===== src/hw/rtl/mm_pkg.sv =====
package mm_pkg;

   localparam int DIM_W   = 4;
   localparam int IDX_W   = 3;
   localparam int VAL_W   = 16;
   localparam int PROD_W  = 32;
   localparam int ACC_W   = 40;
   localparam int CSR_A_W = 2;

   typedef enum logic [1:0] {
      CMD_LOAD_A  = 2'd0,
      CMD_LOAD_B  = 2'd1,
      CMD_COMPUTE = 2'd2
   } cmd_type;

   typedef enum logic [CSR_A_W-1:0] {
      REG_ROWS_A    = 2'd0,
      REG_INNER_DIM = 2'd1,
      REG_COLS_B    = 2'd2
   } reg_index_type;

   typedef enum logic [2:0] {
      ST_IDLE,
      ST_MAC,
      ST_DRAIN1,
      ST_DRAIN2,
      ST_EMIT
   } state_type;

   typedef struct packed {
      logic             wr_a;
      logic             wr_b;
      logic             mac_issue;
      logic             clear_acc;
      logic             load_out;
      logic [DIM_W-1:0] idx_i;
      logic [DIM_W-1:0] idx_j;
      logic [DIM_W-1:0] idx_t;
      logic             last;
   } ctl_type;

   typedef struct packed {
      logic out_full;
   } stat_type;

endpackage


===== src/hw/rtl/mm_ctrl.sv =====
module mm_ctrl #(
   parameter int MAX_DIM = 8
) (
   input  logic                          clock,
   input  logic                          reset,
   input  logic                          req_valid,
   output logic                          req_ready,
   input  logic [1:0]                    req_cmd,
   input  logic [mm_pkg::IDX_W-1:0]      req_row,
   input  logic [mm_pkg::IDX_W-1:0]      req_col,
   input  logic                          csr_wr_en,
   input  logic [mm_pkg::CSR_A_W-1:0]    csr_index,
   input  logic [mm_pkg::DIM_W-1:0]      csr_wdata,
   input  mm_pkg::stat_type              stat,
   output mm_pkg::ctl_type               ctl
);

   localparam int DW = mm_pkg::DIM_W;
   localparam logic [DW:0] MAX_DIM_EXT = (DW+1)'(MAX_DIM);

   mm_pkg::state_type state_ff, state_in;
   logic [DW-1:0] rows_a_ff, inner_dim_ff, cols_b_ff;
   logic [DW-1:0] i_ff, i_in, j_ff, j_in, t_ff, t_in;
   logic [DW-1:0] dim_m, dim_k, dim_n;
   logic          accept, last_elem;

   // sizes above the store dimension saturate
   assign dim_m = ({1'b0, rows_a_ff} > MAX_DIM_EXT) ? MAX_DIM_EXT[DW-1:0] : rows_a_ff;
   assign dim_k = ({1'b0, inner_dim_ff} > MAX_DIM_EXT) ? MAX_DIM_EXT[DW-1:0] : inner_dim_ff;
   assign dim_n = ({1'b0, cols_b_ff} > MAX_DIM_EXT) ? MAX_DIM_EXT[DW-1:0] : cols_b_ff;

   assign accept    = req_valid && req_ready;
   assign last_elem = (i_ff == dim_m - DW'(1)) && (j_ff == dim_n - DW'(1));

   always_ff @(posedge clock) begin
      if (reset) begin
         rows_a_ff    <= DW'(1);
         inner_dim_ff <= DW'(1);
         cols_b_ff    <= DW'(1);
      end else if (csr_wr_en) begin
         unique case (csr_index)
            mm_pkg::REG_ROWS_A:    rows_a_ff    <= csr_wdata;
            mm_pkg::REG_INNER_DIM: inner_dim_ff <= csr_wdata;
            mm_pkg::REG_COLS_B:    cols_b_ff    <= csr_wdata;
            default: ;
         endcase
      end
   end

   always_ff @(posedge clock) begin
      if (reset) begin
         state_ff <= mm_pkg::ST_IDLE;
         i_ff     <= '0;
         j_ff     <= '0;
         t_ff     <= '0;
      end else begin
         state_ff <= state_in;
         i_ff     <= i_in;
         j_ff     <= j_in;
         t_ff     <= t_in;
      end
   end

   always_comb begin
      state_in      = state_ff;
      i_in          = i_ff;
      j_in          = j_ff;
      t_in          = t_ff;
      req_ready     = 1'b0;
      ctl           = '0;
      ctl.idx_i     = i_ff;
      ctl.idx_j     = j_ff;
      ctl.idx_t     = t_ff;
      ctl.last      = last_elem;
      unique case (state_ff)
         mm_pkg::ST_IDLE: begin
            req_ready = 1'b1;
            if (accept) begin
               unique case (req_cmd)
                  mm_pkg::CMD_LOAD_A:
                     ctl.wr_a = ({1'b0, req_row} < dim_m) && ({1'b0, req_col} < dim_k);
                  mm_pkg::CMD_LOAD_B:
                     ctl.wr_b = ({1'b0, req_row} < dim_k) && ({1'b0, req_col} < dim_n);
                  mm_pkg::CMD_COMPUTE: begin
                     if (dim_m != '0 && dim_n != '0) begin
                        i_in          = '0;
                        j_in          = '0;
                        t_in          = '0;
                        ctl.clear_acc = 1'b1;
                        state_in      = (dim_k == '0) ? mm_pkg::ST_EMIT : mm_pkg::ST_MAC;
                     end
                  end
                  default: ;
               endcase
            end
         end
         mm_pkg::ST_MAC: begin
            ctl.mac_issue = 1'b1;
            if (t_ff == dim_k - DW'(1)) begin
               t_in     = '0;
               state_in = mm_pkg::ST_DRAIN1;
            end else begin
               t_in = t_ff + DW'(1);
            end
         end
         // read and multiply stages still in flight
         mm_pkg::ST_DRAIN1: state_in = mm_pkg::ST_DRAIN2;
         mm_pkg::ST_DRAIN2: state_in = mm_pkg::ST_EMIT;
         mm_pkg::ST_EMIT: begin
            if (!stat.out_full) begin
               ctl.load_out  = 1'b1;
               ctl.clear_acc = 1'b1;
               if (last_elem) begin
                  state_in = mm_pkg::ST_IDLE;
               end else begin
                  if (j_ff == dim_n - DW'(1)) begin
                     j_in = '0;
                     i_in = i_ff + DW'(1);
                  end else begin
                     j_in = j_ff + DW'(1);
                  end
                  state_in = (dim_k == '0) ? mm_pkg::ST_EMIT : mm_pkg::ST_MAC;
               end
            end
         end
         default: state_in = mm_pkg::ST_IDLE;
      endcase
   end

endmodule


===== src/hw/rtl/mm_datapath.sv =====
module mm_datapath #(
   parameter int MAX_DIM = 8
) (
   input  logic                              clock,
   input  logic                              reset,
   input  mm_pkg::ctl_type                   ctl,
   output mm_pkg::stat_type                  stat,
   input  logic [mm_pkg::IDX_W-1:0]          req_row,
   input  logic [mm_pkg::IDX_W-1:0]          req_col,
   input  logic signed [mm_pkg::VAL_W-1:0]   req_value,
   output logic                              rsp_valid,
   input  logic                              rsp_ready,
   output logic [mm_pkg::IDX_W-1:0]          rsp_res_row,
   output logic [mm_pkg::IDX_W-1:0]          rsp_res_col,
   output logic signed [mm_pkg::ACC_W-1:0]   rsp_res_value,
   output logic                              rsp_last
);

   localparam int DEPTH = MAX_DIM * MAX_DIM;
   localparam int AW    = (DEPTH > 1) ? $clog2(DEPTH) : 1;
   localparam int VW    = mm_pkg::VAL_W;
   localparam int PW    = mm_pkg::PROD_W;
   localparam int CW    = mm_pkg::ACC_W;
   localparam int IW    = mm_pkg::IDX_W;

   logic [VW-1:0] a_mem [DEPTH];
   logic [VW-1:0] b_mem [DEPTH];

   logic [AW-1:0]        wr_addr, a_addr, b_addr;
   logic signed [VW-1:0] a_rd_ff, b_rd_ff;
   logic                 rd_vld_ff, prod_vld_ff, rsp_valid_ff;
   logic signed [PW-1:0] prod_ff;
   logic signed [CW-1:0] acc_ff, acc_in;
   logic [IW-1:0]        res_row_ff, res_col_ff;
   logic signed [CW-1:0] res_value_ff;
   logic                 res_last_ff;

   assign wr_addr = AW'(req_row * MAX_DIM + req_col);
   assign a_addr  = AW'(ctl.idx_i * MAX_DIM + ctl.idx_t);
   assign b_addr  = AW'(ctl.idx_t * MAX_DIM + ctl.idx_j);

   always_ff @(posedge clock) begin
      if (ctl.wr_a) a_mem[wr_addr] <= req_value;
      if (ctl.wr_b) b_mem[wr_addr] <= req_value;
      a_rd_ff <= a_mem[a_addr];
      b_rd_ff <= b_mem[b_addr];
   end

   always_ff @(posedge clock) begin
      prod_ff <= a_rd_ff * b_rd_ff;
      acc_ff  <= acc_in;
   end

   always_comb begin
      acc_in = acc_ff;
      if (ctl.clear_acc) acc_in = '0;
      else if (prod_vld_ff) acc_in = acc_ff + CW'(prod_ff);
   end

   always_ff @(posedge clock) begin
      if (reset) begin
         rd_vld_ff    <= 1'b0;
         prod_vld_ff  <= 1'b0;
         rsp_valid_ff <= 1'b0;
      end else begin
         rd_vld_ff   <= ctl.mac_issue;
         prod_vld_ff <= rd_vld_ff;
         if (ctl.load_out) rsp_valid_ff <= 1'b1;
         else if (rsp_ready) rsp_valid_ff <= 1'b0;
      end
   end

   always_ff @(posedge clock) begin
      if (ctl.load_out) begin
         res_row_ff   <= ctl.idx_i[IW-1:0];
         res_col_ff   <= ctl.idx_j[IW-1:0];
         res_value_ff <= acc_ff;
         res_last_ff  <= ctl.last;
      end
   end

   assign stat.out_full = rsp_valid_ff && !rsp_ready;

   assign rsp_valid     = rsp_valid_ff;
   assign rsp_res_row   = res_row_ff;
   assign rsp_res_col   = res_col_ff;
   assign rsp_res_value = res_value_ff;
   assign rsp_last      = res_last_ff;

endmodule


===== src/hw/rtl/matrix_multiply_top.sv =====
// Fixed-point matrix product C = A x B. Load items (cmd 0 for A, cmd 1 for B) write one
// signed Q8.8 element at row/col into on-chip stores; loads outside the configured size
// are dropped. A compute item (cmd 2) streams C in row-major order as signed Q24.16 sums,
// with last set on the final element. Each element is produced by the single shared
// multiply-accumulate fed from one read port per store, plus a read, a multiply and an
// output load stage; a compute stalls while the result side stalls. Loads and new
// commands are taken only between computes. Sizes are written through the csr port (index
// 0 rows_a, 1 inner_dim, 2 cols_b) and saturate at MAX_DIM; the user must write them only
// while idle, which the block itself does not enforce. Store contents are undefined until
// loaded.
module matrix_multiply_top #(
   parameter int MAX_DIM = 8
) (
   input  logic                              clock,
   input  logic                              reset,
   input  logic                              req_valid,
   output logic                              req_ready,
   input  logic [1:0]                        req_cmd,
   input  logic [mm_pkg::IDX_W-1:0]          req_row,
   input  logic [mm_pkg::IDX_W-1:0]          req_col,
   input  logic signed [mm_pkg::VAL_W-1:0]   req_value,
   output logic                              rsp_valid,
   input  logic                              rsp_ready,
   output logic [mm_pkg::IDX_W-1:0]          rsp_res_row,
   output logic [mm_pkg::IDX_W-1:0]          rsp_res_col,
   output logic signed [mm_pkg::ACC_W-1:0]   rsp_res_value,
   output logic                              rsp_last,
   input  logic                              csr_wr_en,
   input  logic [mm_pkg::CSR_A_W-1:0]        csr_index,
   input  logic [mm_pkg::DIM_W-1:0]          csr_wdata
);

   mm_pkg::ctl_type  ctl;
   mm_pkg::stat_type stat;

   mm_ctrl #(.MAX_DIM(MAX_DIM)) u_ctrl (
      .clock     (clock),
      .reset     (reset),
      .req_valid (req_valid),
      .req_ready (req_ready),
      .req_cmd   (req_cmd),
      .req_row   (req_row),
      .req_col   (req_col),
      .csr_wr_en (csr_wr_en),
      .csr_index (csr_index),
      .csr_wdata (csr_wdata),
      .stat      (stat),
      .ctl       (ctl)
   );

   mm_datapath #(.MAX_DIM(MAX_DIM)) u_datapath (
      .clock         (clock),
      .reset         (reset),
      .ctl           (ctl),
      .stat          (stat),
      .req_row       (req_row),
      .req_col       (req_col),
      .req_value     (req_value),
      .rsp_valid     (rsp_valid),
      .rsp_ready     (rsp_ready),
      .rsp_res_row   (rsp_res_row),
      .rsp_res_col   (rsp_res_col),
      .rsp_res_value (rsp_res_value),
      .rsp_last      (rsp_last)
   );

endmodule


===== config.mk =====
export PLATFORM = sky130hd
export DESIGN_NAME = matrix_multiply_top
export DESIGN_NICKNAME = d
export VERILOG_FILES = /design/src/hw/rtl/mm_pkg.sv /design/src/hw/rtl/mm_ctrl.sv /design/src/hw/rtl/mm_datapath.sv /design/src/hw/rtl/matrix_multiply_top.sv
export SDC_FILE = /design/constraint.sdc
export NUM_CORES = 2
export LEC_CHECK = 0
export BUFFER_PORTS_ARGS = -buffer_cell sky130_fd_sc_hd__buf_4
export CORE_MARGIN = 4
export CORE_UTILIZATION = 50
export DETAILED_ROUTE_END_ITERATION = 8
export HOLD_SLACK_MARGIN = 0.12
export PLACE_DENSITY_LB_ADDON = 0.12
export SETUP_SLACK_MARGIN = 0.3
export SLEW_MARGIN = 20
export SYNTH_ARGS = -nofsm -noshare
export SYNTH_HDL_FRONTEND = slang
export SYNTH_HIERARCHICAL = 1
export SYNTH_SLANG_ARGS = --single-unit

===== constraint.sdc =====
create_clock -name clock -period 7.67 [get_ports clock]
set_input_delay 1.9175 -clock clock [delete_from_list [all_inputs] [get_ports clock]]
set_output_delay 1.9175 -clock clock [all_outputs]
set_load 0.01 [all_outputs]

# After elaboration in Yosys (flattened, before gate mapping)
# Memory sizes are Yosys's and may differ from the RTL's. A register that Yosys moved wholly into a read port is not among the register bits.
# Index checks and enable logic that the tools add are counted.
dict set report classes {
  addsub 10
  n_mul 1
  magnitude_cmp 7
  eq_ne 18
  mux 42
  reduce_logical 23
}
# cell n
set op_table {}
lappend op_table {{two-way mux 4 bit} 13}
lappend op_table {{adder 40 x 32 -> 40 bit} 1}
lappend op_table {{multiplier 16 x 16 -> 32 bit} 1}
lappend op_table {{one-hot mux 4 bit (2 select lines)} 3}
lappend op_table {{two-way mux 3 bit} 7}
lappend op_table {{less-than comparator 3 x 4 -> 1 bit} 4}
lappend op_table {{one-hot mux 3 bit (5 select lines)} 1}
lappend op_table {{two-way mux 1 bit} 14}
lappend op_table {{adder 4 x 1 -> 4 bit, second input constant} 3}
lappend op_table {{adder 6 x 4 -> 6 bit} 2}
lappend op_table {{== test 4 bit} 3}
lappend op_table {{greater-than comparator 4 bit, second input constant} 3}
lappend op_table {{subtractor 4 x 1 -> 4 bit, second input constant} 3}
lappend op_table {{inequality test 2 x 1 -> 1 bit, second input constant} 4}
lappend op_table {{nonzero test 4 bit} 2}
lappend op_table {{AND reduction 7 bit} 1}
lappend op_table {{adder 6 x 3 -> 6 bit} 1}
lappend op_table {{== test 3 x 2 -> 1 bit, second input constant} 2}
lappend op_table {{logical AND 1 bit} 6}
lappend op_table {{two-way mux 2 bit} 3}
lappend op_table {{inequality test 2 bit, second input constant} 3}
lappend op_table {{AND reduction 2 bit} 3}
lappend op_table {{AND reduction 6 bit} 1}
lappend op_table {{nonzero test 2 bit} 3}
lappend op_table {{other kinds (11)} 14}
dict set report totals {
  ff_bits 149
  ram_bits 2048
  input_bits 35
  out_inout_bits 49
  word_cells 119
  mem_count 2
}
# name depth word_bits rd rd_ports_with_merged_regs wr line_no
set memory_table {}
lappend memory_table {u_datapath.a_mem 64 16 1 1 1 mm_datapath.sv:26} ;# logic [VW-1:0] a_mem [DEPTH];
lappend memory_table {u_datapath.b_mem 64 16 1 1 1 mm_datapath.sv:27} ;# logic [VW-1:0] b_mem [DEPTH];

# Depth between registers and ports, before layout
dict set report logic_depth {
  word_depth 9
  ltp_mapped 24
  depth_no_buf 23
}

# By module
# Netlist, hierarchy kept.
# module n_inst cells_each area_per_inst_um2 seq_area_each_um2
set by_module_without_submodules {}
lappend by_module_without_submodules {mm_datapath 1 4660 93981.4 65052.4}
lappend by_module_without_submodules {mm_ctrl 1 207 1776.7 540.5}

# Least setup slack after synthesis
# No wires, ideal clock.
dict set report synth_path {
  path_kind {register to register}
  start {register u_datapath.b_rd_ff[7], read port of u_datapath.b_mem}
  end {register u_datapath.prod_ff[30]}
  setup_time_ns 0.062
  arrival_ns 5.998
  required_time_ns 7.608
  path_slack_ns 1.610
  stages_incl_launch_ff 24
  path_buffers 1
  period_less_slack_ns 6.060
  cell_sequence {dfxtp_1 clkbuf_1 nand2_1 fa_1 inv_1 fa_1 inv_1 fa_1 inv_1 fa_1 fa_1 inv_1 fa_1 inv_1 ha_1 a21o_1 a21oi_1 nor2b_1 o41ai_4 o21ai_2 a21o_1 a221o_1 or4b_1 nand3_1}
}
dict set report synth_between {
  elab_chain_len 1
}
# element line_no
set synth_lines {}
lappend synth_lines {{start: declaration} mm_datapath.sv:30} ;# logic signed [VW-1:0] a_rd_ff, b_rd_ff;
lappend synth_lines {{multiplier 16 x 16 -> 32 bit} mm_datapath.sv:50} ;# prod_ff <= a_rd_ff * b_rd_ff;
lappend synth_lines {{end signal: assignment} mm_datapath.sv:50}
lappend synth_lines {{end: declaration} mm_datapath.sv:32} ;# logic signed [PW-1:0] prod_ff;
# No other way between the ends.
# A chain may end at the register's enable or synchronous reset.

# Worst setup path after layout
dict set report layout_path {
  start {register u_datapath.b_rd_ff[4], read port of u_datapath.b_mem}
  end {register u_datapath.prod_ff[31]}
}
# The elaborated chain is that of the path after synthesis.

==> metrics <==
GRT Util Overall=23.7%; Routed met3 length=16600 microns; Syn Inst Count=4867; r2r setup slk=1.20 ns; Seq/Total Area, Yosys=68.5%; FF+latch count, synth=2229; Final min period=6.47 ns; root buf cell=clkbuf_16; Yosys cell types=74; setup tns final=0 ns; most frequent cells in the layout=edfxtp_1 (2095), mux4_2 (672), inv_1 (314), fa_1 (263), buf_4 (262); Setup Viol. Count Final=0; Core ar.=0.190 sq mm; antenna violations before repair=17; GPL Wtd Cong=0.866; DRT antenna net count=0; TritonCTS Buffers=221; dpl cells=7433; port bufs=83; Die ar.=0.199 sq mm; first-pass GRT wire length=339000 microns; total power=41.2 mW; CP Class=register to register; Synthesized Nets=5305; run status=complete, no violations; Post-synth EDFFs=2095; Ys Warns=6; CP arrival=7.20 ns; total gr overflow=0; clk_skew=0.0363 ns; ys flop type=edfxtp_1; Max Cap Viol=0; met2 WL=108000 microns; top sig layer=met5; share of layout cells above drive strength 1=24.2%; Syn-to-layout area delta=11.8%; TritonRoute pass-1 iters=5; Post-CTS Resized=0; crit path max fanout=16; Slew Viols, Final=0; Initial Util=50.3%; slew margin rel.=22.3%; Worst-path clk slew=0.06 ns; fin crit share=84.4%; clock buffer depth=3; largest net degree at the start of global routing=150; synthesized area per cell=19.7 sq um; endpoints failing hold=0; Clk Latency, worst-skew pair=0.85 ns; path depth of the worst reg2reg path=17; placed cell area=0.100 sq mm; worst hold slack=0.447 ns; Area contributors post-synth=edfxtp_1 (66%), mux4_2 (16%), fa_1 (5.5%), dfxtp_1 (2.8%), ha_1 (1.8%); final worst slack=1.20 ns; crit path launch type=register; post-synth top area share=65.7%; via count=47100; hold worst-path end=u_datapath/prod_vld_ff$_SDFF_PP0_; vias per cell=6.00; Die Ht=446 microns; worst min-delay path class=register to register; unrepaired setup endpoints after global routing=no; postcts setup bufs=0; leakage dissipation=35.2 nW; vias in the first global route=47600; Fill cells=14300; worst endpoint required time=8.40 ns; Die Wd=446 microns; Max VDD drop=1150 uV; Hold Crit Depth=1; DRT iter0 DRCs=5302; Peak Freq=154 MHz; H-tree levels=4; row count=160; # DRC=0; Synth Cell Area=0.0958 sq mm; leading area contributor after synthesis=edfxtp_1; ys async rst share=0%; most common cell after layout, fill and taps aside=edfxtp_1; Place WS=1.20 ns; Clock Sinks=2229; CTS tree=done; Pwr Density=385 mW/mm^2; fin nets=5583; # IOs=84; Finished Core Util=56.2%; DR WL/cell=29.6 microns; Post-Route M1 WL=103000 microns; post-route insts no fill=7839; Post-CTS Hold Buffers=0; Post-Layout Inst Area=0.107 sq mm; post-DP HPWL=143000 microns; Reg2Reg Launch Point=u_datapath/b_rd_ff[4]$_DFF_P_; CP Capture Type=register; worst slew pin tran=1.17 ns; worst flop-to-flop path endpoint=u_datapath/prod_ff[31]$_DFF_P_; DRT Wirelength=232000 microns; HP Start=u_datapath/rd_vld_ff$_SDFF_PP0_
sequential cells by signal, indices dropped and copies added (netlist names), 16 cells and up:
name / cells
u_datapath/prod_ff: 32
u_datapath/rsp_res_value: 40
u_datapath/b_mem: 1024
u_datapath/a_rd_ff: 16
u_datapath/b_rd_ff: 16
u_datapath/a_mem: 1024
u_datapath/acc_ff: 40
Yosys cell counts (all sizes together) (10+ instances only):
cell type,instances
nand3b,10
nor2,231
a21oi,62
xnor2,52
inv,315
xor2,38
o21a,11
mux4,672
dfxtp,134
mux2i,33
nor2b,15
clkbuf,143
nand3,21
nand2b,30
edfxtp,2095
and2,122
a21o,29
ha,140
fa,263
o22ai,11
o21ai,41
nand2,179
a211oi,10
buf,70
nor3,12
worst max-delay path by stage:
stage                                               from                              to  slack (ns)  depth (start not counted)
after floorplan            u_datapath/b_rd_ff[7]$_DFF_P_  u_datapath/prod_ff[30]$_DFF_P_        1.61                         23
after global placement    u_datapath/a_rd_ff[15]$_DFF_P_  u_datapath/prod_ff[30]$_DFF_P_        1.26                         19
after detailed placement  u_datapath/a_rd_ff[15]$_DFF_P_  u_datapath/prod_ff[30]$_DFF_P_        1.20                         19
after CTS                  u_datapath/b_rd_ff[4]$_DFF_P_  u_datapath/prod_ff[30]$_DFF_P_        1.19                         19
after global routing       u_datapath/b_rd_ff[4]$_DFF_P_  u_datapath/prod_ff[30]$_DFF_P_        0.84                         20
final                      u_datapath/b_rd_ff[4]$_DFF_P_  u_datapath/prod_ff[31]$_DFF_P_        1.20                         17
metal layers:
metal / global-route usage, % / up-vias
li1: - / 19700
met1: 36.6 / 25500
met2: 36.0 / 1626
met3: 3.71 / 278
met4: 5.23 / 4
met5: 0 / -
final cells by class:
type                    instances  area (sq um)  share of cell area (%)
flip-flops and latches       2229         65600                    61.3
multi-input cells            2110         28200                    26.3
clock buffers                 281          5810                    5.42
well taps                    2511          3140                    2.94
repair buffers                268          2090                    1.95
inverters                     315          1180                    1.10
clock inverters               117           996                   0.930
diodes                          8          20.0                  0.0187
critical path, cell delays in order, from the launching register on:
cell      delay (ns)
dfxtp_1         0.68
nand2_1         0.25
fa_1            0.58
inv_1           0.07
fa_1            0.75
inv_1           0.15
fa_1            0.50
fa_1            0.56
fa_1            0.43
fa_1            0.49
inv_1           0.04
ha_1            0.33
a211o_1         0.35
o311ai_0        0.51
o21ai_1         0.15
a31o_2          0.25
a21oi_1         0.17
xnor2_1         0.08
logic make-up after synthesis:
group                    share of synthesized area, %
flip-flops                                       68.5
AND/OR/NAND/NOR                                  3.34
XOR/XNOR                                        0.823
adder cells (fa/ha/maj)                          7.33
AO/OA/AOI/OAI                                    1.69
buffers and inverters                            2.14
multiplexers                                     16.2
report_power, final:
part,total (mW),switching (mW),internal [mW]
clock,10.2,4.48,5.74
sequential,14.0,0.186,13.8
combinational,17.1,9.51,7.56
total,41.2,14.2,27.1
Note: power is estimated with default switching activity, not from simulation.
